==> src/design/dexph_pkg.sv <==
`default_nettype none

package dexph_pkg;

   localparam int WORD_BITS = 32;
   localparam int BIT_W     = $clog2(WORD_BITS);
   localparam int IDX_W     = 2;
   localparam int ORB_W     = 7;
   localparam int CNT_W     = 8;
   localparam int KIND_W    = 2;
   localparam int REQ_DATA_W = 72;
   localparam int RSP_DATA_W = 24;

   localparam logic [KIND_W-1:0] KIND_ANN = 2'd0;
   localparam logic [KIND_W-1:0] KIND_CRE = 2'd1;
   localparam logic [KIND_W-1:0] KIND_SUM = 2'd2;

   localparam logic [CNT_W-1:0] CNT_MAX = {CNT_W{1'b1}};

   typedef struct packed {
      logic                 found;
      logic                 from_ann;
      logic [WORD_BITS-1:0] low;
      logic [BIT_W-1:0]     bit_idx;
      logic                 more;
   } pick_type;

endpackage

`default_nettype wire

==> src/design/dexph_pick.sv <==
`default_nettype none

module dexph_pick (
   input  wire logic [dexph_pkg::WORD_BITS-1:0] ann,
   input  wire logic [dexph_pkg::WORD_BITS-1:0] cre,
   output dexph_pkg::pick_type                  pick
);

   logic [dexph_pkg::WORD_BITS-1:0] src;
   logic [dexph_pkg::WORD_BITS-1:0] low;
   logic [dexph_pkg::WORD_BITS-1:0] rest;
   logic [dexph_pkg::BIT_W-1:0]     enc;

   always_comb begin
      src  = (ann != '0) ? ann : cre;
      low  = src & (~src + {{(dexph_pkg::WORD_BITS-1){1'b0}}, 1'b1});
      rest = src & ~low;
      enc  = '0;
      for (int i = 0; i < dexph_pkg::WORD_BITS; i++) begin
         if (low[i]) begin
            enc = enc | dexph_pkg::BIT_W'(i);
         end
      end
      pick.found    = (src != '0);
      pick.from_ann = (ann != '0);
      pick.low      = low;
      pick.bit_idx  = enc;
      // anything left in this word after the chosen bit
      pick.more     = (ann != '0) ? ((rest != '0) || (cre != '0)) : (rest != '0);
   end

endmodule

`default_nettype wire

==> src/design/determinant_excitation_phase_top.sv <==
`default_nettype none

// compares a ket and a bra occupation bitstring word by word
// req channel: one transaction per word, tdata = ket_word[31:0], bra_word[63:32],
//   word_index[65:64], zero pad; tlast = last_word; word_index 0 starts a new pair
// rsp channel: tdata = orbital[6:0], phase[7], ann_count[15:8], cre_count[23:16];
//   tuser = kind (annihilation, creation, summary); tlast marks the summary
// per word: annihilation indices ascending, then creation indices ascending,
//   then the summary after the last word
// a taken word goes to the work register; its results are registered in the output register
// throughput: one result per cycle from the output register while rsp_tready is high;
//   results come one at a time from the single lowest-bit picker in the work register
// a word is taken in the same cycle its predecessor hands over its final result
// reset clears busy, last, the ann/cre bits, output valid and all phase and count state
// when rsp_tready is low the result holds, the word in work waits, and req_tready
//   drops once the work register cannot drain

module determinant_excitation_phase_top (
   input  wire logic                               clock,
   input  wire logic                               reset,
   input  wire logic                               req_tvalid,
   output      logic                               req_tready,
   input  wire logic [dexph_pkg::REQ_DATA_W-1:0]   req_tdata,   // ket_word, bra_word, word_index, pad
   input  wire logic                               req_tlast,
   output      logic                               rsp_tvalid,
   input  wire logic                               rsp_tready,
   output      logic [dexph_pkg::RSP_DATA_W-1:0]   rsp_tdata,   // orbital, phase, ann_count, cre_count
   output      logic [1:0]                         rsp_tuser,   // kind
   output      logic                               rsp_tlast
);

   localparam int WB = dexph_pkg::WORD_BITS;

   logic [WB-1:0] ket;
   logic [WB-1:0] bra;
   logic [dexph_pkg::IDX_W-1:0] idx;
   logic [WB-1:0] common;
   logic [WB-1:0] scan;
   logic          cp_base;

   logic                         busy_ff, busy_in;
   logic [WB-1:0]                ann_ff, ann_in;
   logic [WB-1:0]                cre_ff, cre_in;
   logic [WB-1:0]                pp_ff, pp_in;
   logic [dexph_pkg::IDX_W-1:0]  base_ff, base_in;
   logic                         last_ff, last_in;
   logic                         cp_ff, cp_in;
   logic                         phase_ff, phase_in;
   logic [dexph_pkg::CNT_W-1:0]  ann_cnt_ff, ann_cnt_in;
   logic [dexph_pkg::CNT_W-1:0]  cre_cnt_ff, cre_cnt_in;

   logic                         out_valid_ff, out_valid_in;
   logic [dexph_pkg::KIND_W-1:0] out_kind_ff, out_kind_in;
   logic [dexph_pkg::ORB_W-1:0]  out_orb_ff, out_orb_in;
   logic                         out_phase_ff, out_phase_in;
   logic [dexph_pkg::CNT_W-1:0]  out_ann_ff, out_ann_in;
   logic [dexph_pkg::CNT_W-1:0]  out_cre_ff, out_cre_in;
   logic                         out_last_ff, out_last_in;

   dexph_pkg::pick_type pick;

   logic has_work;
   logic out_free;
   logic emit;
   logic finish;
   logic take;
   logic emit_sum;

   dexph_pick u_pick (
      .ann  (ann_ff),
      .cre  (cre_ff),
      .pick (pick)
   );

   always_comb begin
      ket    = req_tdata[WB-1:0];
      bra    = req_tdata[2*WB-1:WB];
      idx    = req_tdata[2*WB+dexph_pkg::IDX_W-1:2*WB];
      common = ket & bra;
      // inclusive prefix parity of the common bits
      scan   = common;
      for (int lvl = 0; lvl < dexph_pkg::BIT_W; lvl++) begin
         scan = scan ^ (scan << (1 << lvl));
      end
      cp_base = (idx == '0) ? 1'b0 : cp_ff;
   end

   always_comb begin
      has_work = busy_ff && (pick.found || last_ff);
      out_free = !out_valid_ff || rsp_tready;
      emit     = has_work && out_free;
      emit_sum = emit && !pick.found;
      finish   = busy_ff && (!has_work || (emit && (!pick.found || (!pick.more && !last_ff))));
      req_tready = !busy_ff || finish;
      take     = req_tvalid && req_tready;

      busy_in  = busy_ff;
      ann_in   = ann_ff;
      cre_in   = cre_ff;
      pp_in    = pp_ff;
      base_in  = base_ff;
      last_in  = last_ff;
      cp_in    = cp_ff;
      phase_in = phase_ff;
      ann_cnt_in = ann_cnt_ff;
      cre_cnt_in = cre_cnt_ff;

      out_valid_in = out_valid_ff;
      out_kind_in  = out_kind_ff;
      out_orb_in   = out_orb_ff;
      out_phase_in = out_phase_ff;
      out_ann_in   = out_ann_ff;
      out_cre_in   = out_cre_ff;
      out_last_in  = out_last_ff;

      if (out_free) begin
         out_valid_in = emit;
      end

      if (emit) begin
         if (pick.found) begin
            out_kind_in  = pick.from_ann ? dexph_pkg::KIND_ANN : dexph_pkg::KIND_CRE;
            out_orb_in   = {base_ff, pick.bit_idx};
            out_phase_in = 1'b0;
            out_ann_in   = '0;
            out_cre_in   = '0;
            out_last_in  = 1'b0;
            phase_in     = phase_ff ^ ((pp_ff & pick.low) != '0);
            if (pick.from_ann) begin
               ann_in = ann_ff & ~pick.low;
               if (ann_cnt_ff != dexph_pkg::CNT_MAX) begin
                  ann_cnt_in = ann_cnt_ff + 1'b1;
               end
            end else begin
               cre_in = cre_ff & ~pick.low;
               if (cre_cnt_ff != dexph_pkg::CNT_MAX) begin
                  cre_cnt_in = cre_cnt_ff + 1'b1;
               end
            end
         end else begin
            out_kind_in  = dexph_pkg::KIND_SUM;
            out_orb_in   = '0;
            out_phase_in = phase_ff;
            out_ann_in   = ann_cnt_ff;
            out_cre_in   = cre_cnt_ff;
            out_last_in  = 1'b1;
            last_in      = 1'b0;
         end
      end

      if (emit_sum) begin
         phase_in   = 1'b0;
         ann_cnt_in = '0;
         cre_cnt_in = '0;
      end

      if (finish) begin
         busy_in = 1'b0;
      end

      if (take) begin
         busy_in = 1'b1;
         ann_in  = ket & ~bra;
         cre_in  = bra & ~ket;
         // exclusive prefix parity folded with the parity of earlier words
         pp_in   = {scan[WB-2:0], 1'b0} ^ {WB{cp_base}};
         base_in = idx;
         last_in = req_tlast;
         cp_in   = req_tlast ? 1'b0 : (cp_base ^ scan[WB-1]);
         if (idx == '0) begin
            phase_in   = 1'b0;
            ann_cnt_in = '0;
            cre_cnt_in = '0;
         end
      end
   end

   always_ff @(posedge clock) begin
      if (reset) begin
         busy_ff      <= 1'b0;
         last_ff      <= 1'b0;
         cp_ff        <= 1'b0;
         phase_ff     <= 1'b0;
         ann_cnt_ff   <= '0;
         cre_cnt_ff   <= '0;
         out_valid_ff <= 1'b0;
         ann_ff       <= '0;
         cre_ff       <= '0;
      end else begin
         busy_ff      <= busy_in;
         last_ff      <= last_in;
         cp_ff        <= cp_in;
         phase_ff     <= phase_in;
         ann_cnt_ff   <= ann_cnt_in;
         cre_cnt_ff   <= cre_cnt_in;
         out_valid_ff <= out_valid_in;
         ann_ff       <= ann_in;
         cre_ff       <= cre_in;
      end
   end

   always_ff @(posedge clock) begin
      pp_ff        <= pp_in;
      base_ff      <= base_in;
      out_kind_ff  <= out_kind_in;
      out_orb_ff   <= out_orb_in;
      out_phase_ff <= out_phase_in;
      out_ann_ff   <= out_ann_in;
      out_cre_ff   <= out_cre_in;
      out_last_ff  <= out_last_in;
   end

   assign rsp_tvalid = out_valid_ff;
   assign rsp_tdata  = {out_cre_ff, out_ann_ff, out_phase_ff, out_orb_ff};
   assign rsp_tuser  = out_kind_ff;
   assign rsp_tlast  = out_last_ff;

endmodule

`default_nettype wire

==> config.mk <==
export PLATFORM = sky130hd
export DESIGN_NAME = determinant_excitation_phase_top
export DESIGN_NICKNAME = d
export VERILOG_FILES = /design/src/design/dexph_pkg.sv /design/src/design/dexph_pick.sv /design/src/design/determinant_excitation_phase_top.sv
export SDC_FILE = /design/constraint.sdc
export NUM_CORES = 1
export LEC_CHECK = 0
export BUFFER_PORTS_ARGS = -buffer_cell sky130_fd_sc_hd__buf_2
export CAP_MARGIN = 20
export CORE_ASPECT_RATIO = 0.5
export CORE_MARGIN = 5
export CORE_UTILIZATION = 61
export CTS_CLUSTER_DIAMETER = 120
export DETAILED_ROUTE_END_ITERATION = 10
export PLACE_DENSITY = 0.86
export SLEW_MARGIN = 20
export SYNTH_ARGS = -nofsm -noshare
export SYNTH_HDL_FRONTEND = slang
export SYNTH_SLANG_ARGS = --single-unit
==> constraint.sdc <==
create_clock -name clock -period 10 [get_ports clock]
set_input_delay 1 -clock clock [delete_from_list [all_inputs] [get_ports clock]]
set_output_delay 1 -clock clock [all_outputs]
set_load 0.005 [all_outputs]
==> impl_metrics.ini <==
[run_status]
outcome = finished, final reports clean

[power_and_ir_drop]
power_frac_comb = 0.346
irDropWorstVdd_mv = 0.1677
power_switching_uw = 832.1
p_leak_nw = 3.579
seqPwrFrac = 0.376
power_mw = 2.173
internal-power_mw = 1.341
pwr-share-clk = 0.278
sw_frac_of_total = 0.3829
powerDensity_nw_per_um2 = 220.4

[synthesis]
synth_area_leaders = edfxtp_1 21%, dfxtp_1 20%, a21oi_1 6.7%
synth_edf_count = 60
synth_seq_cells = 145
yosysWarnings = 0
synth_most_common_cell = a21oi_1
async_flop_share = 0
netlist-cell-type-count = 77
synth_common_cells = 116 x a21oi_1, 109 x nand2_1, 85 x dfxtp_1
yosys.area.top_type_share = 0.2078
synth.largest_area_cell = edfxtp_1
syn_nets = 1055
yosysSeqAreaShare = 0.4040
synth.avg_cell_area_um2 = 8.884
synthCells = 976
synth_area_um2 = 8671
ys_dominant_reg_cell = dfxtp_1

[die]
initial_core_util = 0.6311
fp.dieH_um = 94.31
fp.dieArea_um2 = 16840
coreArea_um2 = 13740
row_count = 30
io-pin-count = 106
fp.dieW_um = 178.6

[critical_path]
crit_type = flop to primary output
crit_chain = nor3_1 -> nand2_1 -> or4_1 -> a21oi_1 -> a31oi_1 -> nor3_1 -> and4_1 -> a31oi_1 -> o21a_2 -> inv_2 -> buf_4 -> buf_2
critical-path-max-stage-delay_ns = 0.68
end_kind = primary output
crit_buf_inv = 3
startpoint_type = flop
reg2reg_depth = 12
path_delay_family = simple AND/OR/NAND/NOR gates
slowest_stage = a21oi_1
crit_fanout = 68
path_depth = 12
critPathArrivalTime_ns = 5.23
required_ns = 9.00

[cells_and_area]
drive_gt1_frac = 0.1592
layout.cells.non_filler = 1260
fin_area_um2 = 9861
diodes = 0
nNetsFinal = 1134
areaGrowthSynthToFinish_pct = 13.72
utilization = 0.7178

[timing]
worst_pin_slew_ns = 1.374
fin_setup_tns_ns = 0
fmax_mhz = 160.5
rsz0062_at_grt = false
fin_ws_ns = 3.768
hold_viol_final = 0
finalCriticalPeriod_ns = 6.232
maxSlewViolCount = 0
skew_ns = 0.01102
fin_crit_sh = 0.6232
slew_headroom = 0.06012
setup_viol = 0
whs_ns = 0.4918

[cts]
clk_path_buf_depth = 2
cts_made_buffers = 17
cts_root_buf = clkbuf_16
cts_resized = 0
htree_levels = 4
post_cts_buffers = 0
clock-sinks = 145
clk_latency_ns = 0.43
hold_buffers = 0
clk_pin_slew_ns = 0.07
cts_tree = done

[grt]
antenna_found_initial = 1
grt_overflow = 0
grt_pass1_wl_um = 47200
grt_pass1_vias = 8114
grt_start_max_net_pins = 70
grt_usage = 0.3666

[placement]
placedCellCount = 1228
placed_cell_area_um2 = 9319
io_buffers = 99
dpl.hpwl_um = 22390
preCtsSetupSlack_ns = 4.438
finalWeightedCongestion = 1.045

[route]
wirelength_um = 30760
drt-initial-drc-count = 1641
num_vias = 8889
detail-route-antenna-nets = 0
detail_route.wl_per_cell_um = 24.41
first_pass_iters = 7
viasPerCell = 7.055
drc = 0

[flow_run]
cap_violations = 0

[min_path]
hp-class = flop to flop
holdPathStages = 2
[final cells by class]
class	instances	area, um^2
clock buffers	20	436.7
clock inverters	12	100.1
fillers	1050	3877
inverters	21	78.83
multi-input cells	756	4873
flip-flops and latches	145	3503
well taps	192	240.2
repair buffers	114	628.1
[worst min-delay path: stages (launching register included)]
cell      delay [ns]
dfxtp_1         0.31
o221ai_1        0.06
a21oi_1         0.07
[final timing paths]
kind	startpoint	endpoint	slack, ns
setup / recovery	ann_ff[4]	req_tready	3.77
hold / removal	last_ff	last_ff	0.49
setup reg to reg	ann_ff[4]	phase_ff	4.52
hold reg to reg	last_ff	last_ff	0.49
[power groups by stage]
| stage | Sequential (mW) | Combinational [mW] | Clock (mW) |
|---|---|---|---|
| final | 0.818 | 0.751 | 0.604 |
| after global routing | 0.821 | 0.792 | 0.629 |
| after CTS | 0.811 | 0.723 | 0.599 |
| after detailed placement | 0.823 | 0.719 | 0 |
| after global placement | 0.820 | 0.697 | 0 |
| after floorplan | 0.797 | 0.511 | 0 |
[state kept, by name (all words and copies together) (netlist names), 2 cells and up]
register and count:
ann_ff 32, cre_ff 32, pp_ff 32, ann_cnt_ff 8, cre_cnt_ff 8, out_ann_ff 8, out_cre_ff 8, out_orb_ff 7
base_ff 2
[routing by layer]
metal | vias to the layer above | GRT usage | part of all wire
met5 | - | 0 | 0.00042
met4 | 2 | 0.08743 | 0.024
met3 | 96 | 0.1001 | 0.15
met2 | 740 | 0.5388 | 0.41
met1 | 4160 | 0.5367 | 0.42
li1 | 3891 | - | -
[logic make-up (layout without fill, tap and decap cells)]
group | count (synthesis) | in the layout | share of synthesized area
AOI/OAI and AO/OA | 267 | 267 | 0.2022
and+or+nand+nor | 419 | 419 | 0.2745
buffers and inverters | 75 | 167 | 0.03780
DFF | 145 | 145 | 0.4040
xor gates and xnor gates | 64 | 64 | 0.07403
muxes | 4 | 4 | 0.004618
adders and majority gates | 2 | 2 | 0.002886
[layout by cell type (no fill, tap or decap), drive strengths merged, types with 5 or more instances in the layout]
cell | netlist | routed
nor3 | 29 | 29
nor4 | 20 | 20
buf | 21 | 114
or2 | 6 | 6
a2111oi | 9 | 9
nand2b | 6 | 6
and2 | 16 | 16
nand2 | 109 | 109
o21ai | 21 | 21
o211ai | 41 | 41
or4 | 13 | 13
nor2b | 7 | 7
and3 | 9 | 9
inv | 20 | 26
nand4 | 12 | 12
dfxtp | 85 | 85
xor2 | 24 | 24
or3 | 20 | 20
edfxtp | 60 | 60
clkbuf | 33 | 20
nand3 | 21 | 21
xnor2 | 38 | 38
a31oi | 10 | 10
o221ai | 21 | 21
a21o | 8 | 8
nand4b | 65 | 65
a211oi | 5 | 5
nor2 | 72 | 72
a21oi | 116 | 116
(Power assumes the default switching activity.)
